<file path="config.mk">
export PLATFORM = sky130hd
export DESIGN_NAME = route_longest_prefix_match
export DESIGN_NICKNAME = d
export VERILOG_FILES = /design/src/sv/rlpm_pkg.sv /design/src/sv/rlpm_ctrl.sv /design/src/sv/rlpm_datapath.sv /design/src/sv/route_longest_prefix_match.sv
export SDC_FILE = /design/constraint.sdc
export NUM_CORES = 2
export LEC_CHECK = 0
export ABC_AREA = 1
export CAP_MARGIN = 20
export CORE_MARGIN = 2
export CORE_UTILIZATION = 55
export DETAILED_ROUTE_END_ITERATION = 10
export DONT_BUFFER_PORTS = 1
export PLACE_DENSITY_LB_ADDON = 0.3
export SLEW_MARGIN = 20
export SYNTH_ARGS = -nofsm -noshare
export SYNTH_HDL_FRONTEND = slang
export SYNTH_SLANG_ARGS = --single-unit
export TNS_END_PERCENT = 100
</file>
<file path="constraint.sdc">
create_clock -name clock -period 6.9 [get_ports clock]
set_input_delay 1.38 -clock clock [delete_from_list [all_inputs] [get_ports clock]]
set_output_delay 1.38 -clock clock [all_outputs]
set_load 0.03 [all_outputs]
</file>
<file path="src/sv/rlpm_pkg.sv">
// ----------------------------------------------------------------------------
// rlpm_pkg
// Types, constants and helper functions shared by the longest prefix match
// routing table.
// ----------------------------------------------------------------------------
package rlpm_pkg;

   localparam int TABLE_DEPTH = 16;
   localparam int PORT_COUNT  = 16;
   localparam int INDEX_WIDTH = (TABLE_DEPTH > 1) ? $clog2(TABLE_DEPTH) : 1;
   localparam int ADDR_WIDTH  = 32;
   localparam int PORT_WIDTH  = 4;
   localparam int LEN_WIDTH   = 6;
   localparam int SLOT_WIDTH  = 4;

   localparam logic CMD_WRITE  = 1'b0;
   localparam logic CMD_LOOKUP = 1'b1;

   typedef struct packed {
      logic                  command;
      logic [SLOT_WIDTH-1:0] entry_index;
      logic                  entry_valid;
      logic [ADDR_WIDTH-1:0] route_prefix;
      logic [ADDR_WIDTH-1:0] route_netmask;
      logic [ADDR_WIDTH-1:0] route_gateway;
      logic [PORT_WIDTH-1:0] route_port;
      logic [ADDR_WIDTH-1:0] lookup_addr;
   } rlpm_req_type;

   typedef struct packed {
      logic                  found;
      logic [ADDR_WIDTH-1:0] next_hop;
      logic [PORT_WIDTH-1:0] out_port;
      logic [LEN_WIDTH-1:0]  match_length;
      logic [SLOT_WIDTH-1:0] best_index;
   } rlpm_rsp_type;

   // One stored route. The prefix length is worked out when the route is written.
   typedef struct packed {
      logic [ADDR_WIDTH-1:0] dest;
      logic [ADDR_WIDTH-1:0] mask;
      logic [ADDR_WIDTH-1:0] gateway;
      logic [PORT_WIDTH-1:0] port;
      logic [LEN_WIDTH-1:0]  plen;
   } rlpm_entry_type;

   typedef struct packed {
      logic write_en;
      logic start;
      logic read_en;
      logic load_rsp;
   } rlpm_cmd_type;

   typedef struct packed {
      logic scan_last;
   } rlpm_status_type;

   // Count of leading one bits, from bit 31 down to the first zero bit.
   function automatic logic [LEN_WIDTH-1:0] prefix_len(input logic [ADDR_WIDTH-1:0] mask);
      logic [LEN_WIDTH-1:0] len;
      len = LEN_WIDTH'(ADDR_WIDTH);
      for (int b = 0; b < ADDR_WIDTH; b++) begin
         if (!mask[b]) begin
            len = LEN_WIDTH'(ADDR_WIDTH - 1 - b);
         end
      end
      return len;
   endfunction

endpackage

</file>
<file path="src/sv/rlpm_ctrl.sv">
// ----------------------------------------------------------------------------
// rlpm_ctrl
// Controller for the routing table: takes words, sequences the table scan
// and owns the result handshake.
// ----------------------------------------------------------------------------
module rlpm_ctrl
   import rlpm_pkg::*;
(
   input  logic            clock,
   input  logic            reset,
   input  logic            req_valid,
   output logic            req_ready,
   input  logic            req_command,
   output logic            rsp_valid,
   input  logic            rsp_ready,
   input  rlpm_status_type status,
   output rlpm_cmd_type    cmd
);

   typedef enum logic [3:0] {
      ST_IDLE  = 4'b0001,
      ST_SCAN  = 4'b0010,
      ST_DRAIN = 4'b0100,
      ST_LOAD  = 4'b1000
   } state_type;

   state_type state_ff, state_in;
   logic      rsp_valid_ff, rsp_valid_in;
   logic      accept;
   logic      out_free;

   assign req_ready = (state_ff == ST_IDLE);
   assign rsp_valid = rsp_valid_ff;
   assign accept    = req_valid && req_ready;
   assign out_free  = !rsp_valid_ff || rsp_ready;

   always_comb begin
      state_in     = state_ff;
      cmd          = '0;
      cmd.write_en = accept && (req_command == CMD_WRITE);
      unique case (state_ff)
         ST_IDLE: begin
            if (accept && (req_command == CMD_LOOKUP)) begin
               cmd.start = 1'b1;
               state_in  = ST_SCAN;
            end
         end
         ST_SCAN: begin
            cmd.read_en = 1'b1;
            if (status.scan_last) begin
               state_in = ST_DRAIN;
            end
         end
         // The last entry read is compared during this cycle.
         ST_DRAIN: begin
            state_in = ST_LOAD;
         end
         ST_LOAD: begin
            if (out_free) begin
               cmd.load_rsp = 1'b1;
               state_in     = ST_IDLE;
            end
         end
         default: begin
            state_in = ST_IDLE;
         end
      endcase
   end

   always_comb begin
      rsp_valid_in = rsp_valid_ff;
      if (cmd.load_rsp) begin
         rsp_valid_in = 1'b1;
      end else if (rsp_ready) begin
         rsp_valid_in = 1'b0;
      end
   end

   always_ff @(posedge clock) begin
      if (reset) begin
         state_ff     <= ST_IDLE;
         rsp_valid_ff <= 1'b0;
      end else begin
         state_ff     <= state_in;
         rsp_valid_ff <= rsp_valid_in;
      end
   end

endmodule

</file>
<file path="src/sv/rlpm_datapath.sv">
// ----------------------------------------------------------------------------
// rlpm_datapath
// Route table memory, valid bits, scan counter, match compare, best-route
// tracking and the result register.
// ----------------------------------------------------------------------------
module rlpm_datapath
   import rlpm_pkg::*;
(
   input  logic            clock,
   input  logic            reset,
   input  rlpm_req_type    req_payload,
   input  rlpm_cmd_type    cmd,
   output rlpm_status_type status,
   output rlpm_rsp_type    rsp_payload
);

   rlpm_entry_type table_mem [TABLE_DEPTH];
   logic [TABLE_DEPTH-1:0] valid_ff;

   logic [INDEX_WIDTH-1:0] addr_ff;
   logic [ADDR_WIDTH-1:0]  lookup_ff;
   rlpm_entry_type         rd_entry_ff;
   logic                   rd_valid_ff;
   logic [INDEX_WIDTH-1:0] rd_index_ff;
   logic                   cmp_en_ff;

   logic                   best_found_ff;
   logic [LEN_WIDTH-1:0]   best_len_ff;
   logic [INDEX_WIDTH-1:0] best_index_ff;
   logic [ADDR_WIDTH-1:0]  best_gateway_ff;
   logic [PORT_WIDTH-1:0]  best_port_ff;
   rlpm_rsp_type           rsp_ff;

   logic                   write_ok;
   logic [INDEX_WIDTH-1:0] wr_index;
   rlpm_entry_type         wr_entry;
   logic                   hit;
   logic                   better;

   assign wr_index = req_payload.entry_index[INDEX_WIDTH-1:0];
   assign write_ok = (32'(req_payload.entry_index) < 32'(TABLE_DEPTH))
                  && (32'(req_payload.route_port) < 32'(PORT_COUNT));

   always_comb begin
      wr_entry.dest    = req_payload.route_prefix;
      wr_entry.mask    = req_payload.route_netmask;
      wr_entry.gateway = req_payload.route_gateway;
      wr_entry.port    = req_payload.route_port;
      wr_entry.plen    = prefix_len(req_payload.route_netmask);
   end

   always_ff @(posedge clock) begin
      if (cmd.write_en && write_ok) begin
         table_mem[wr_index] <= wr_entry;
      end
      if (cmd.read_en) begin
         rd_entry_ff <= table_mem[addr_ff];
      end
   end

   always_ff @(posedge clock) begin
      if (reset) begin
         valid_ff <= '0;
      end else if (cmd.write_en && write_ok) begin
         valid_ff[wr_index] <= req_payload.entry_valid;
      end
   end

   assign status.scan_last = (addr_ff == INDEX_WIDTH'(TABLE_DEPTH - 1));

   always_ff @(posedge clock) begin
      if (reset) begin
         cmp_en_ff <= 1'b0;
      end else begin
         cmp_en_ff <= cmd.read_en;
      end
   end

   always_ff @(posedge clock) begin
      if (cmd.start) begin
         addr_ff   <= '0;
         lookup_ff <= req_payload.lookup_addr;
      end else if (cmd.read_en) begin
         addr_ff <= addr_ff + 1'b1;
      end
      if (cmd.read_en) begin
         rd_valid_ff <= valid_ff[addr_ff];
         rd_index_ff <= addr_ff;
      end
   end

   assign hit    = cmp_en_ff && rd_valid_ff
                && ((lookup_ff & rd_entry_ff.mask) == (rd_entry_ff.dest & rd_entry_ff.mask));
   assign better = !best_found_ff || (rd_entry_ff.plen > best_len_ff);

   // Best-so-far starts at all zeros, which is also the no-match result.
   always_ff @(posedge clock) begin
      if (cmd.start) begin
         best_found_ff   <= 1'b0;
         best_len_ff     <= '0;
         best_index_ff   <= '0;
         best_gateway_ff <= '0;
         best_port_ff    <= '0;
      end else if (hit && better) begin
         best_found_ff   <= 1'b1;
         best_len_ff     <= rd_entry_ff.plen;
         best_index_ff   <= rd_index_ff;
         best_gateway_ff <= rd_entry_ff.gateway;
         best_port_ff    <= rd_entry_ff.port;
      end
   end

   always_ff @(posedge clock) begin
      if (cmd.load_rsp) begin
         rsp_ff.found        <= best_found_ff;
         rsp_ff.next_hop     <= best_gateway_ff;
         rsp_ff.out_port     <= best_port_ff;
         rsp_ff.match_length <= best_len_ff;
         rsp_ff.best_index   <= SLOT_WIDTH'(best_index_ff);
      end
   end

   assign rsp_payload = rsp_ff;

endmodule

</file>
<file path="src/sv/route_longest_prefix_match.sv">
// ----------------------------------------------------------------------------
// route_longest_prefix_match
// IPv4 routing table with longest prefix match. A write word loads one table
// slot and gives no result. A lookup word scans the table one slot per cycle
// out of the route memory, compares the last slot read in a drain state and
// then loads its result into an output register; the next word is accepted
// only once the controller is back in idle after that load. The result sits
// in that output register, so a new word is accepted while it waits; a second
// lookup then holds in its load state until the first result is taken. A slot
// matches when (addr & mask) == (dest & mask); the longest leading-ones mask
// wins and the lowest slot wins a tie. When nothing matches, all result fields
// are zero.
// ----------------------------------------------------------------------------
module route_longest_prefix_match
   import rlpm_pkg::*;
(
   input  logic         clock,
   input  logic         reset,
   input  logic         req_valid,
   output logic         req_ready,
   input  rlpm_req_type req_payload,
   output logic         rsp_valid,
   input  logic         rsp_ready,
   output rlpm_rsp_type rsp_payload
);

   rlpm_cmd_type    cmd;
   rlpm_status_type status;

   rlpm_ctrl u_ctrl (
      .clock       (clock),
      .reset       (reset),
      .req_valid   (req_valid),
      .req_ready   (req_ready),
      .req_command (req_payload.command),
      .rsp_valid   (rsp_valid),
      .rsp_ready   (rsp_ready),
      .status      (status),
      .cmd         (cmd)
   );

   rlpm_datapath u_datapath (
      .clock       (clock),
      .reset       (reset),
      .req_payload (req_payload),
      .cmd         (cmd),
      .status      (status),
      .rsp_payload (rsp_payload)
   );

endmodule
</file>
After elaboration in Yosys (flattened, before gate mapping):

Memory sizes are Yosys's and may differ from the RTL's. A register that Yosys moved wholly into a read port is not among the register bits.
Index checks and enable logic that the tools add are counted.

* register bits after elaboration: 157
* bits in writable memories: 1696
* input port bits: 142
* output and inout port bits: 49
* word-level logic and storage cells: 99
* memories kept: 1

* $add $sub $neg: 1
* $lt $le $gt $ge: 4
* equality and inequality tests: 9
* muxes and demuxes: 50
* bitwise logic cells: 3
* reductions and logical operators: 13

Memory list
* u_datapath.table_mem: depth 16, width 106, rd ports 1, clocked after Yosys merged registers in 1, write ports 1, line rlpm_datapath.sv:17 `rlpm_entry_type table_mem [TABLE_DEPTH];`

Operator list (count)
* 6-bit two-way mux: 32
* 32-bit bitwise AND: 2
* 32-bit equality test: 1
* 16-bit bitwise mux: 1
* 4-bit case mux with 4 select lines: 1
* 4-bit two-way mux: 3
* 1-bit two-way mux: 11
* 4-bit by 5-bit less-than comparator with 1-bit output, second input constant: 2
* 4-bit equality test, second input constant: 2
* 1-bit logical AND: 7
* 6-bit > comparator: 1
* 4-bit by 1-bit adder with 4-bit output, second input constant: 1
* 1-bit binary-select mux with 4-bit select: 1
* 1-bit demux with 4-bit select: 1
* 4-bit by 1-bit equality test with 1-bit output, second input constant: 1
* 4-bit by 2-bit equality test with 1-bit output, second input constant: 1
* 4-bit by 3-bit equality test with 1-bit output, second input constant: 1
* 4-bit by 1-bit >= comparator with 1-bit output, second input constant: 1
* 2-bit != test, second input constant: 2
* 3-bit AND reduction: 1
* 1-bit logical NOT: 2
* 1-bit logical OR: 2
* 2-bit by 1-bit != test with 1-bit output, second input constant: 1
* 2-bit nonzero test: 1
* 1-bit inverter: 1

Longest topological paths before layout:

* word-level depth: 32
* mapped depth: 31

Cells and area by module:

From an unflattened synthesis, not the netlist that was laid out.

* cell total of the unflattened synthesis: 5365
* area total of the unflattened synthesis: 74356.3 sq um

Modules (own cells, without submodules)
* rlpm_datapath: instances 1, cells an instance 5320, area each 74062.3 sq um
* rlpm_ctrl: instances 1, cells an instance 45, area each 294.0 sq um

Worst setup path after synthesis:

OpenSTA, ideal clock, no wires.

* path type: input-to-reg
* start: input req_valid
* end: register u_datapath.valid_ff[12]
* setup time: 102 ps
* data arrival time: 6841 ps
* path slack: -43 ps
* stages on the path: 8
* cells stage by stage: nand2_1 -> nor2_1 -> nand2_1 -> nor2_1 -> inv_1 -> nor2_1 -> o21ai_0 -> a21oi_1

* cells in the longest elaborated chain, start to end: 2

RTL lines
* start: declaration: line route_longest_prefix_match.sv:19 `input logic req_valid,`
* 1-bit logical AND: line rlpm_ctrl.sv:34 `assign accept = req_valid && req_ready;`
* 1-bit logical AND: line rlpm_ctrl.sv:40 `cmd.write_en = accept && (req_command == CMD_WRITE);`
* end signal: indexed assignment: line rlpm_datapath.sv:65 `valid_ff[wr_index] <= req_payload.entry_valid;`
* end: declaration: line rlpm_datapath.sv:18 `logic [TABLE_DEPTH-1:0] valid_ff;`

Every way passes these cells.
A chain may end at the register's enable or synchronous reset.

Worst setup path in the final report:

* start: register u_datapath.lookup_ff[0]
* end: register u_datapath.best_gateway_ff[13]

* cells in the longest elaborated chain, start to end: 4

RTL lines
* start: declaration: line rlpm_datapath.sv:21 `logic [ADDR_WIDTH-1:0] lookup_ff;`
* start signal: assignment: line rlpm_datapath.sv:82 `lookup_ff <= req_payload.lookup_addr;`
* 32-bit bitwise AND: line rlpm_datapath.sv:93 `&& ((lookup_ff & rd_entry_ff.mask) == (rd_entry_ff.dest & rd_entry_ff.mask));`
* 32-bit equality test: line rlpm_datapath.sv:93
* 1-bit logical AND: line rlpm_datapath.sv:93
* 1-bit logical AND: line rlpm_datapath.sv:104 `end else if (hit && better) begin`
* end signal: assignment: line rlpm_datapath.sv:108 `best_gateway_ff <= rd_entry_ff.gateway;`
* end: declaration: line rlpm_datapath.sv:30 `logic [ADDR_WIDTH-1:0] best_gateway_ff;`

Every way passes these cells.

==> reports/results.ini <==
[outcome]
run_status=finished, final reports clean

[global_route]
grt.total_usage_pct=26.57
first_global_vias=42830
antenna_found_initial=11
grt_start_max_net_pins=211
grt_pass1_wl_um=272500
global_route.overflow_total=0

[routing]
via_per_inst=6.347
first_pass_iters=6
final_ant_viol_nets=0
initialDrtViolationCount=6104
route.detailed.wl_per_inst_um=25.81
via_count=45250
route.final.wire_length_um=184000
remaining_drc_errors=0

[power]
pwrdens_nw_per_um2=292.1
worst_ir_drop_vdd_uv=292.3
cellLeakagePower_nw=25.70

[floorplan]
num_io_pins=191
core_area_um2=133600
fp.dieH_um=371.2
std_cell_rows=134
floorplan.die_area_um2=137800
start_util_pct=55.51
chipWidth_um=371.2

[worst_setup_path]
critPathMaxStageDelay_ps=860
start_kind=flop
critical_path_required_ps=7620
arrival_ps=4400
reg2reg_to=u_datapath.best_gateway_ff[13]$_SDFFE_PP0P_
critPathKind=flop to flop
critical_path.max_fanout=47
timing.reg2reg.worst_path_depth=10
crit_path_top_delay_cell=sky130_fd_sc_hd__nor2_4
worst-r2r-setup-slack_ps=3230
path_cells=o21ai_0, a21oi_1, a211oi_1, nand2_1, nor4_1, nand4_1, buf_4, nor2_4, nor2_1, nor3_1
crit_path_start=u_datapath.lookup_ff[0]$_DFFE_PP_
crit-reg2reg-launch=u_datapath.lookup_ff[0]$_DFFE_PP_
worst_setup_path_end_kind=flop

[synthesis]
post_synth_inst_count=5333
synth.avg_cell_area_um2=13.91
synth.distinct_cells=28
synth.area.top_cells=sky130_fd_sc_hd__edfxtp_1 76%, sky130_fd_sc_hd__o21ai_0 6.1%, sky130_fd_sc_hd__nor2_1 4.8%, sky130_fd_sc_hd__o22ai_1 2.1%, sky130_fd_sc_hd__o221ai_1 2.1%
count_of_state_elements_after_synthesis=1959
asr_flop_ratio_synth_pct=0
synth-seq-area-share_pct=78.32
ys.warnings.count=0
synthFlopType=sky130_fd_sc_hd__edfxtp_1
synth_top_cell_by_area=sky130_fd_sc_hd__edfxtp_1
netlist.area_leader.share_pct=76.35
synth-edff-count=1886
syn-num-nets=5482
post_synth_instance_area_um2=74180

[clock_tree]
cts_num_sinks=1959
clockBufferDepth=3
cts.repair.resized=0
cts_setup_buffers=0
clk-insertion-delay-late_ps=830
clock_tree_from_tritoncts=done
cts_hold_buf=0
path_clk_slew_ps=60
clockRootBuffer=sky130_fd_sc_hd__clkbuf_16
clock_tree.htree_level_count=4
numCtsBuffers=185

[placed_design]
placement.cell_area_um2=75930
port-buffer-count=0
post-dp-hpwl_um=86830
dp_slack_ps=2813
gp_routability_congestion=0.7879

[timing]
worst_slew_pin_slew_ps=1206
report.final.slew_viol_count=0
timing.max_slew.rel_slack_pct=19.63
fin_tns_setup_ps=0
worst_clock_skew_ps=35.23
period_share_pct=53.25
rsz0062_at_grt=false
finalCriticalPeriod_ps=3674
finalSetupViolations=0
fmax_mhz=272.2
worst_slack_ps=3226
timing.final.hold_violations=0

[final_layout]
area.growth.synth_to_final_pct=9.991
drive_gt1_share_pct=6.216
finish.instance_area_um2=81590
core_util_final_pct=61.06
final_net_count=5361

[job]
drv.max_cap_violation_count=0

[hold_path]
min_from=u_datapath.best_gateway_ff[23]$_SDFFE_PP0P_
holdPathStages=0
min-delay-path-class=flop to flop
worst_hold_path_endpoint=u_datapath.rsp_payload[37]$_DFFE_PP_

-- synthesized netlist by cell type, types with 3 or more instances --
| library cell | count |
|---|---|
| sky130_fd_sc_hd__nand2_1 | 285 |
| sky130_fd_sc_hd__a21oi_1 | 42 |
| sky130_fd_sc_hd__o22ai_1 | 254 |
| sky130_fd_sc_hd__xor2_1 | 14 |
| sky130_fd_sc_hd__buf_1 | 19 |
| sky130_fd_sc_hd__clkbuf_1 | 332 |
| sky130_fd_sc_hd__inv_1 | 33 |
| sky130_fd_sc_hd__a31oi_1 | 4 |
| sky130_fd_sc_hd__nor4_1 | 3 |
| sky130_fd_sc_hd__buf_2 | 10 |
| sky130_fd_sc_hd__dfxtp_1 | 73 |
| sky130_fd_sc_hd__o211ai_1 | 41 |
| sky130_fd_sc_hd__buf_4 | 3 |
| sky130_fd_sc_hd__nand4_1 | 9 |
| sky130_fd_sc_hd__o221ai_1 | 174 |
| sky130_fd_sc_hd__nor3_1 | 95 |
| sky130_fd_sc_hd__ha_1 | 7 |
| sky130_fd_sc_hd__a211oi_1 | 3 |
| sky130_fd_sc_hd__edfxtp_1 | 1886 |
| sky130_fd_sc_hd__nand3_1 | 187 |
| sky130_fd_sc_hd__o21ai_0 | 898 |
| sky130_fd_sc_hd__nor2_1 | 951 |
-- state kept, by name, indices dropped and copies added (netlist names), 4 cells and up --
name,flops
u_datapath.best_index_ff,4
u_datapath.best_len_ff,6
u_datapath.valid_ff,16
u_datapath.rd_index_ff,4
u_datapath.rsp_payload,47
u_datapath.addr_ff,4
u_ctrl.state_ff,4
u_datapath.best_gateway_ff,32
u_datapath.table_mem,1696
u_datapath.best_port_ff,4
u_datapath.rd_entry_ff,106
u_datapath.lookup_ff,32
-- cell type report --
cell class                      instances  area [um2]
Antenna cell                            4       10.01
Clock buffer                          243        4931
Clock inverter                         89       721.9
Fill cell                            9612       52040
Inverter                               37       173.9
Multi-Input combinational cell       2973       14710
Sequential cell                      1959       58110
Tap cell                             1768        2212
Timing Repair Buffer                   56       720.7
-- cell families after synthesis --
group	synth area share [%]
buf+inv	2.061
simple gates	8.275
fa+ha+maj	0.1181
xor+xnor	0.1653
flops	78.32
compound gates	11.06
-- power breakdown --
| part | leakage, nW | switching (mW) | internal, mW | total (mW) |
|---|---|---|---|---|
| Combinational | 5.45 | 0.784 | 0.277 | 1.06 |
| Clock | 2.76 | 4.29 | 5.30 | 9.59 |
| Sequential | 17.5 | 0.0466 | 13.1 | 13.2 |
| Total | 25.7 | 5.12 | 18.7 | 23.8 |
-- metrics by stage --
step | cells | hold slack, ps | total power [mW]
floorplan | 5333 | 406.4 | 14.18
global placement | 6793 | 415.2 | 14.45
detailed placement | 6793 | 413.9 | 14.48
CTS | 7125 | 428.1 | 23.93
global route | 7127 | 445.3 | 24.49
finish | 7129 | 424.5 | 23.84
-- worst max-delay path, delay by kind of cell, from the launching register on --
family,cells,cell delay (ps)
AND/OR/NAND/NOR,6,2150
AO/OA/AOI/OAI,3,620
flip-flops,1,380
buffers and inverters,1,330
-- how the worst max path moves through the flow --
stage | slack [ps] | end | depth (start not counted)
6_report | 3230 | u_datapath.best_gateway_ff[13]$_SDFFE_PP0P_ | 10
5_1_grt | 3060 | u_datapath.best_gateway_ff[13]$_SDFFE_PP0P_ | 10
4_1_cts | 3250 | u_datapath.best_gateway_ff[13]$_SDFFE_PP0P_ | 10
3_5_place_dp | 2810 | u_datapath.table_mem[11][56]$_DFFE_PP_ | 5
3_3_place_gp | 2900 | u_datapath.table_mem[11][50]$_DFFE_PP_ | 5
2_1_floorplan | -40 | u_datapath.valid_ff[12]$_SDFFE_PP0P_ | 8
-- metal layers --
| metal | wire, um | vias to the layer above | global-route usage [%] |
|---|---|---|---|
| li1 | - | 19900 | - |
| met1 | 73410 | 22600 | 37.76 |
| met2 | 87520 | 2428 | 42.39 |
| met3 | 18730 | 322 | 4.644 |
| met4 | 4315 | 2 | 8.035 |
| met5 | 13 | - | 0 |
-- layout by cell type, fill, tap and decap left out, drive strengths merged, types with 9 or more instances in the layout --
| cell | n |
|---|---|
| inv | 44 |
| edfxtp | 1886 |
| o22ai | 254 |
| clkinv | 72 |
| o221ai | 174 |
| nor3 | 95 |
| nand4 | 9 |
| xor2 | 14 |
| clkbuf | 243 |
| nor2 | 951 |
| buf | 56 |
| o211ai | 41 |
| nand2 | 285 |
| a21oi | 44 |
| dfxtp | 73 |
| nand3 | 187 |
| o21ai | 898 |
(Power assumes the default switching activity.)
